<file path="src/sv/rcna_pkg.sv">
`default_nettype none
// ----------------------------------------------------------------------------
// rcna_pkg
// Shared types and constants of the reference-counted node table allocator.
// ----------------------------------------------------------------------------
package rcna_pkg;

    localparam int NODES_DEF = 1024;

    localparam int IDX_W  = 10;
    localparam int CNT_W  = 16;
    localparam int SIZE_W = 31;
    localparam int LINK_W = 31;
    localparam int NODE_W = CNT_W + SIZE_W + LINK_W;
    localparam int MODE_W = 3;

    localparam int IN_DATA_W  = 88;
    localparam int OUT_DATA_W = 88;
    localparam int OUT_USER_W = 2;

    // busy map: one bit per node, count != 0
    localparam int MAP_W  = 32;
    localparam int MAP_BW = 5;
    localparam int MAP_WORDS_DEF = (NODES_DEF + MAP_W - 1) / MAP_W;
    localparam int MAP_WAW_DEF   = (MAP_WORDS_DEF > 1) ? $clog2(MAP_WORDS_DEF) : 1;

    typedef enum logic [MODE_W-1:0] {
        MODE_ALLOC = 3'd0,
        MODE_DEC   = 3'd1,
        MODE_READ  = 3'd2,
        MODE_WRITE = 3'd3,
        MODE_SIZE  = 3'd4
    } t_mode;

    typedef struct packed {
        logic              found;
        logic [MAP_BW-1:0] pos;
    } t_map_hit;

endpackage : rcna_pkg
`default_nettype wire

</file>
<file path="src/sv/rcna_freemap.sv">
`default_nettype none
// ----------------------------------------------------------------------------
// rcna_freemap
// Busy-bit map memory, one 32-bit word per row, with a registered read port
// and a search for the lowest free bit at or above a start position in the word read.
// ----------------------------------------------------------------------------
module rcna_freemap #(
    parameter int NWORDS = rcna_pkg::MAP_WORDS_DEF,
    parameter int WAW    = rcna_pkg::MAP_WAW_DEF
) (
    input  wire                          i_clk,
    input  wire                          i_rd_en,
    input  wire  [WAW-1:0]               i_rd_word,
    input  wire                          i_wr_en,
    input  wire  [WAW-1:0]               i_wr_word,
    input  wire  [rcna_pkg::MAP_W-1:0]   i_wr_data,
    input  wire  [rcna_pkg::MAP_BW-1:0]  i_from_pos,
    output logic [rcna_pkg::MAP_W-1:0]   o_rd_data,
    output rcna_pkg::t_map_hit           o_hit
);
    import rcna_pkg::*;

    logic [MAP_W-1:0] r_map [NWORDS];
    logic [MAP_W-1:0] r_rd;
    logic [MAP_W-1:0] w_low;
    logic [MAP_W-1:0] w_masked;

    always_ff @(posedge i_clk) begin
        if (i_wr_en) begin
            r_map[i_wr_word] <= i_wr_data;
        end
        if (i_rd_en) begin
            r_rd <= r_map[i_rd_word];
        end
    end

    assign o_rd_data = r_rd;
    assign w_low     = (MAP_W'(1) << i_from_pos) - MAP_W'(1);
    assign w_masked  = r_rd | w_low;

    always_comb begin
        o_hit.found = 1'b0;
        o_hit.pos   = '0;
        for (int i = MAP_W - 1; i >= 0; i--) begin
            if (!w_masked[i]) begin
                o_hit.found = 1'b1;
                o_hit.pos   = MAP_BW'(i);
            end
        end
    end

endmodule : rcna_freemap
`default_nettype wire

</file>
<file path="config.mk">
export PLATFORM = sky130hd
export DESIGN_NAME = rcna_freemap
export DESIGN_NICKNAME = d
export VERILOG_FILES = /design/src/sv/rcna_pkg.sv /design/src/sv/rcna_freemap.sv
export SDC_FILE = /design/constraint.sdc
export NUM_CORES = 1
export LEC_CHECK = 0
export BUFFER_PORTS_ARGS = -buffer_cell sky130_fd_sc_hd__buf_2
export CAP_MARGIN = 0
export CORE_ASPECT_RATIO = 1.5
export CORE_MARGIN = 10
export CORE_UTILIZATION = 35
export CTS_CLUSTER_SIZE = 30
export DETAILED_ROUTE_END_ITERATION = 8
export GPL_TIMING_DRIVEN = 1
export HOLD_SLACK_MARGIN = 0.12
export SYNTH_ARGS = -nofsm -noshare
export SYNTH_HDL_FRONTEND = slang
export SYNTH_SLANG_ARGS = --single-unit
</file>
<file path="constraint.sdc">
create_clock -name i_clk -period 5.2 [get_ports i_clk]
set_clock_uncertainty 0.1 [all_clocks]
set_input_delay 0.78 -clock i_clk [delete_from_list [all_inputs] [get_ports i_clk]]
set_output_delay 0.78 -clock i_clk [all_outputs]
set_load 0.03 [all_outputs]
</file>
[Yosys cells after proc, flatten, opt, wreduce, memory -nomap -nowiden]
Memory sizes are Yosys's and may differ from the RTL's. A register that Yosys moved wholly into a read port is not among the register bits.
Cells that the tools add are included.
Storage, ports and cells
  register bits: 0
  RAM bits: 1024
  input bits: 50
  output and inout bits: 38
  logic and storage cells: 38
  memories kept: 1
Operators by class
  $add $sub $neg: 1
  shift operators: 1
  multiplexer cells: 34
  bitwise logic cells: 1
Memories
  r_map: depth 32, width 32, read ports 1, clocked after memory_dff 1, write ports 1, line rcna_freemap.sv:23  | logic [MAP_W-1:0] r_map [NWORDS];
Operators with widths (count)
  6-bit two-way mux: 32
  32-bit bitwise OR: 1
  1-bit by 5-bit << shifter with 32-bit output (first input constant): 1
  32-bit by 2-bit subtractor with 32-bit output (second input constant): 1
  1-bit two-way mux: 2

[Logic depth before layout (Yosys ltp)]
Gate-level depths: netlist of the first run.
  depth in word-level cells: 35
  gate-level depth with buffers: 12

[Worst setup path before layout of the first run]
No wires, ideal clock.
  path kind: input to output
  from: input port i_from_pos[0] (netlist name)
  to: output port o_hit[3] (netlist name)
  arrival: 3791 ps
  data required time: 4320 ps
  slack: 529 ps
  stages on the path: 12
  path buffers: 4
  cell sequence: buf_2 -> or3_1 -> or2_2 -> ha_1 -> buf_4 -> buf_4 -> buf_2 -> nor4_2 -> nor3_1 -> nor3_1 -> inv_1 -> a311oi_1
RTL lines
  start: declaration: line rcna_freemap.sv:17  | input wire [rcna_pkg::MAP_BW-1:0] i_from_pos,
  end: declaration: line rcna_freemap.sv:19  | output rcna_pkg::t_map_hit o_hit

==> impl_metrics.yaml, run 1 <==
status:
  status: "completed"
synth:
  syn_area_per_cell_sq_um: 23.84
  synth_ff_type: "edfxtp_1"
  synth_cell_types: 69
  netlist_area_sq_um: 41170
  ys_seq_area_share_pct: 77.02
  synth_edf_count: 1056
  syn_inst: 1727
  syn-num-nets: 1778
  ys_ff_latch: 1056
  async_flop_share_pct: 0
  synth_warnings: 0
die:
  rows: 154
  die_w_um: 300.0
  die_y_um: 440.1
  dieArea_sq_um: 132000
  num_io_pins: 88
  initial_core_util_pct: 35.14
  core_area_sq_um: 117200
clock_tree:
  path_clk_slew_ns: 0.07
  numCtsBuffers: 88
  cts_resized: 0
  cts_setup_buffers: 0
  cts_root_buf: "clkbuf_16"
  clock_latency_ns: 0.68
  clk_path_buf_depth: 3
  clkSinkCount: 1056
  hold_buffers: 0
  cts_max_level: 3
  cts_tree: "built"
final_layout:
  final_nets: 1938
  drive_gt1_share_pct: 34.90
  regArea_sq_um: 31710
  multiInputGateArea_sq_um: 9189
  layout_common_cells: "edfxtp_1, mux4_2, clkbuf_16"
  area_growth_pct: 13.83
  fill_cells: 10270
  final_common_cell: "edfxtp_1"
critical_path:
  worst_r2r_path_depth: 3
  arrival_ns: 3.94
  cp.required_ns: 4.32
  startpoint_type: "input pin"
  crit_type: "in -> out"
  crit_fanout: 10
  endpoint_kind: "output pin"
global_routing:
  grt_overflow: 0
  grt_max_degree: 88
  antenna_found_initial: 18
  track_usage_pct: 16.07
  grt_pass1_wl_um: 152000
  grt_pass1_vias: 20320
hold_path:
  whs_path_depth: 1
  min-delay-path-class: "in -> reg"
sta:
  period_share_pct: 92.74
  hold_slack_ns: 0.4903
  fmax_mhz: 207.4
  tightest_slew_ns: 1.142
  final_hold_viol_count: 0
  setup_viol: 0
  tns_ns: 0
  grt_setup_unrepaired: "no"
  drv_slew: 0
  min_period_ns: 4.823
  relSlewSlack_pct: 23.67
placement:
  port_buffers: 87
  hpwl_um: 62060
  gp_congestion: 0.7868
power_and_ir_drop:
  peakVddDrop_mv: 0.2622
  pwr_density_cell_nw_per_um2: 364.4
  power_mw: 17.08
  power.leakage_nw: 14.33
detailed_routing:
  drc_errors: 0
  ant_nets: 0
  vias_per_cell: 5.475
  drt-initial-drc-count: 1889
  wirelength_um: 106200
  dr_total_vias: 19270
  drt-pass1-iter-count: 6
  wl_per_cell_um: 30.19
job:
  cap_violations: 0
synthesized netlist by cell type (8+ instances only):
cell      instances  share of area (%)
a21oi_1          17               0.21
clkbuf_1         40               0.36
o21ai_0          14               0.17
nor2_1           50               0.46
mux4_2          320                 18
buf_2            13               0.16
inv_1             8              0.073
mux2_2           32               0.88
buf_1             8              0.073
nand2_1          11               0.10
buf_4            27               0.49
edfxtp_1       1056                 77
or3_1             8               0.12
and2_1            8               0.12
area by class of cell:
class / count / share of cell area [%]
sequential: 1056 / 67.66
multi-input combinational: 572 / 19.61
clock buffer: 107 / 4.942
tap: 1560 / 4.165
timing repair buffer: 161 / 2.622
clock inverter: 50 / 0.9104
inverter: 8 / 0.06408
antenna: 5 / 0.02670
critical path: stages:
cell and delay [ns]:
buf_2 0.12, or3_1 0.43, or2_2 0.30, ha_1 0.30, buf_4 0.21, or4_1 0.40
a211o_1 0.39, a31oi_4 0.20, a2111oi_1 0.11, and2_1 0.19, a221o_1 0.32, buf_2 0.18
where the power goes:
group,switching [mW],leakage [nW],internal (mW)
sequential,0.0758,9.54,9.50
clock,2.99,1.33,3.45
combinational,0.632,3.46,0.432
path summary, 6_finish.rpt:
path,end,startpoint,slack (ns)
hold reg to reg,o_rd_data[16],r_map[12][16],0.89
hold / removal,r_map[8][17],i_wr_data[17],0.49
setup reg to reg,o_rd_data[11],r_map[31][11],3.10
setup / recovery,o_hit[1],i_from_pos[0],0.38
registers in the layout, indices dropped and copies added (netlist names):
name / flops
r_map: 1024
o_rd_data: 32
through the flow:
step	area [sq um]	utilization [%]	std cells	setup WS (ns)
detailed placement	44110	37.65	3357	0.3040
global route	46860	40.00	3519	0.2147
floorplan	41170	-	1727	0.5292
CTS	46850	39.99	3514	0.3091
finish	46860	40.00	3519	0.3774
global placement	44110	37.65	3357	0.3436
routing by layer:
| metal | GRT usage (%) | part of all wire (%) | vias to the layer above |
|---|---|---|---|
| met2 | 27.39 | 52 | 731 |
| met5 | 0 | 0.043 | - |
| li1 | - | - | 7799 |
| met4 | 4.718 | 2.1 | 8 |
| met1 | 21.02 | 40 | 10600 |
| met3 | 2.587 | 6.4 | 129 |
logic make-up (layout without fill, tap and decap cells):
kind of cell	count (synthesis)	count (layout)	share of synthesized area (%)
flops	1056	1056	77.02
mux	352	352	18.38
simple gates	124	124	1.623
buf+inv	99	326	1.243
compound gates	94	94	1.681
fa+ha+maj	1	1	0.03039
xor+xnor	1	1	0.02128
other cells	0	5	0
(Power assumes the default switching activity.)
==> run 2: changes to the inputs <==
- ABC_AREA: not set -> 1
==> run 2 against run 1 <==
Compared with the run above: first-iteration DRC count increased by 54%; maximum frequency decreased by 0.59%; synthesized cell count increased by 80%; global-route usage increased by 1.6 points; worst setup slack got worse by 0.029 ns; flip-flop and latch count unchanged; worst hold slack got worse by 0.0067 ns; cell area increased by 1.8%; combinational power increased by 17%; power increased by 1.7%; sequential share of layout area decreased by 1.2 points; critical path type unchanged; largest cell class unchanged; highest routed layer unchanged.
==> impl_metrics.yaml, run 2 <==
final_layout:
  drive_gt1_share_pct: 13.19
  largest_reg_flops: 1024
  fill_cells: 10960
  final_nets: 3240
  regArea_sq_um: 31710
  largest_register: "r_map"
  area_growth_pct: 14.07
  layout_common_cells: "edfxtp_1, nor2_1, o21ai_0"
  final_common_cell: "edfxtp_1"
  multiInputGateArea_sq_um: 9449
die:
  core_area_sq_um: 118900
  dieArea_sq_um: 134000
  num_io_pins: 88
  rows: 155
  die_y_um: 443.4
  initial_core_util_pct: 35.18
  die_w_um: 302.3
synth:
  synthTopCellsByCount: "edfxtp_1, nor2_1, o21ai_0"
  syn-num-nets: 3165
  syn_area_per_cell_sq_um: 13.43
  synth_ff_type: "edfxtp_1"
  syn_inst: 3114
  yosysMostFrequentCell: "edfxtp_1"
  synth_top_area_share_pct: 75.81
  synth_warnings: 0
  synth_edf_count: 1056
  ys_seq_area_share_pct: 75.81
  ys_top_cells_by_area: "edfxtp_1, o21ai_0, nor2_1"
  ys_ff_latch: 1056
  synth_cell_types: 39
  async_flop_share_pct: 0
  netlist_area_sq_um: 41830
  synth_top_area_cell: "edfxtp_1"
placement:
  hpwl_um: 68440
  port_buffers: 87
  gp_congestion: 0.8697
sta:
  setup_viol: 0
  final_hold_viol_count: 0
  fmax_mhz: 206.1
  tightest_slew_ns: 1.037
  hold_slack_ns: 0.4836
  drv_slew: 0
  tns_ns: 0
  min_period_ns: 4.851
  period_share_pct: 93.30
  relSlewSlack_pct: 30.70
detailed_routing:
  ant_nets: 0
  drt-pass1-iter-count: 6
  wirelength_um: 121700
  drt-initial-drc-count: 2907
  drc_errors: 0
  vias_per_cell: 5.579
  dr_total_vias: 26980
  wl_per_cell_um: 25.17
global_routing:
  grt_pass1_wl_um: 175500
  antenna_found_initial: 21
  grt_pass1_vias: 26120
  grt_overflow: 0
  track_usage_pct: 17.64
  grt_max_degree: 129
clock_tree:
  clock_latency_ns: 0.68
  clk_path_buf_depth: 3
  cts_tree: "built"
  path_clk_slew_ns: 0.07
  numCtsBuffers: 88
  cts_max_level: 3
  cts_root_buf: "clkbuf_16"
  clkSinkCount: 1056
critical_path:
  cpMostUsedCell: "nand2_1"
  cp.required_ns: 4.32
  critical-path-max-stage-delay_ns: 0.24
  crit_fanout: 6
  arrival_ns: 3.97
  endpoint_kind: "output pin"
  crit_type: "in -> out"
  crit_slowest_cell: "nor2_4"
  startpoint_type: "input pin"
power_and_ir_drop:
  peakVddDrop_mv: 0.2243
  pwr_density_cell_nw_per_um2: 364.0
  power.leakage_nw: 15.03
job:
  cap_violations: 0
status:
  status: "completed"
hold_path:
  min-delay-path-class: "in -> reg"
run 2: cell count changes after synthesis, sizes merged, moves of 31 or more:
cell    change
a31oi      +31
buf        -41
clkbuf    +168
inv        +39
mux2       -32
mux4      -320
nand2      +88
nand3      +97
nor2      +615
o21ai     +549
o221ai    +187
o22ai      +67
run 2: repair_timing:
action | 4_1_cts | 5_1_grt
hold buffers | 0 | 0
buffers inserted | 0 | 10
setup endpoints to repair | 0 | 1
endpoints found under the hold margin | 0 | 0
resized for setup | 0 | 41
run 2: through the flow:
step / instance area [sq um] / total power [mW] / std cells / util [%] / setup WS (ns)
finish: 47710 / 17.37 / 4835 / 40.13 / 0.3486
global route: 47710 / 17.88 / 4835 / 40.13 / -0.02769
CTS: 47480 / 17.43 / 4820 / 39.94 / 0.1706
detailed placement: 44660 / 10.94 / 4658 / 37.57 / 0.1919
global placement: 44660 / 10.93 / 4658 / 37.57 / 0.1073
floorplan: 41830 / 10.39 / 3114 / - / 0.5995
run 2: cell families after synthesis:
| kind of cell | after synthesis | synth area share (%) |
|---|---|---|
| buffers and inverters | 266 | 2.408 |
| AO/OA/AOI/OAI | 910 | 13.23 |
| XOR/XNOR | 1 | 0.02094 |
| flip-flops | 1056 | 75.81 |
| adder cells (fa/ha/maj) | 1 | 0.02991 |
| AND/OR/NAND/NOR | 880 | 8.501 |
run 2: power by group:
group	switching (mW)	total (mW)	leakage [nW]	internal [mW]
clock	3.01	6.58	1.38	3.57
sequential	0.0458	9.54	9.53	9.49
combinational	0.914	1.24	4.12	0.331
total	3.97	17.4	15.0	13.4
run 2: per-layer routing:
layer	track usage, %	vias to the layer above	wire length [um]
met5	0	-	85
li1	-	11980	-
met4	7.471	12	4657
met2	30.01	1147	61300
met3	3.439	252	9245
met1	21.58	13580	46430
run 2: path summary, 6_finish.rpt:
path | startpoint | end | slack (ns) | depth (start not counted)
max | i_from_pos[4] | o_hit[0] | 0.35 | 39
min | i_wr_data[19] | r_map[26][19] | 0.48 | 1
max reg2reg | r_map[14][9] | o_rd_data[9] | 3.04 | 6
min reg2reg | r_map[0][20] | o_rd_data[20] | 0.77 | 4
run 2: final cells by class:
| type | count | area share [%] |
|---|---|---|
| repair buffers | 202 | 3.262 |
| flip-flops and latches | 1056 | 66.46 |
| clock inverters | 54 | 0.9965 |
| well taps | 1570 | 4.117 |
| diodes | 4 | 0.02098 |
| clock buffers | 108 | 4.906 |
| multi-input cells | 1793 | 19.80 |
| inverters | 48 | 0.4327 |
run 2: critical path: cells and delay by family:
kind	cells	cell delay (ns)
buffers and inverters	4	0.49
AOI/OAI and AO/OA	1	0.15
and+or+nand+nor	34	2.53
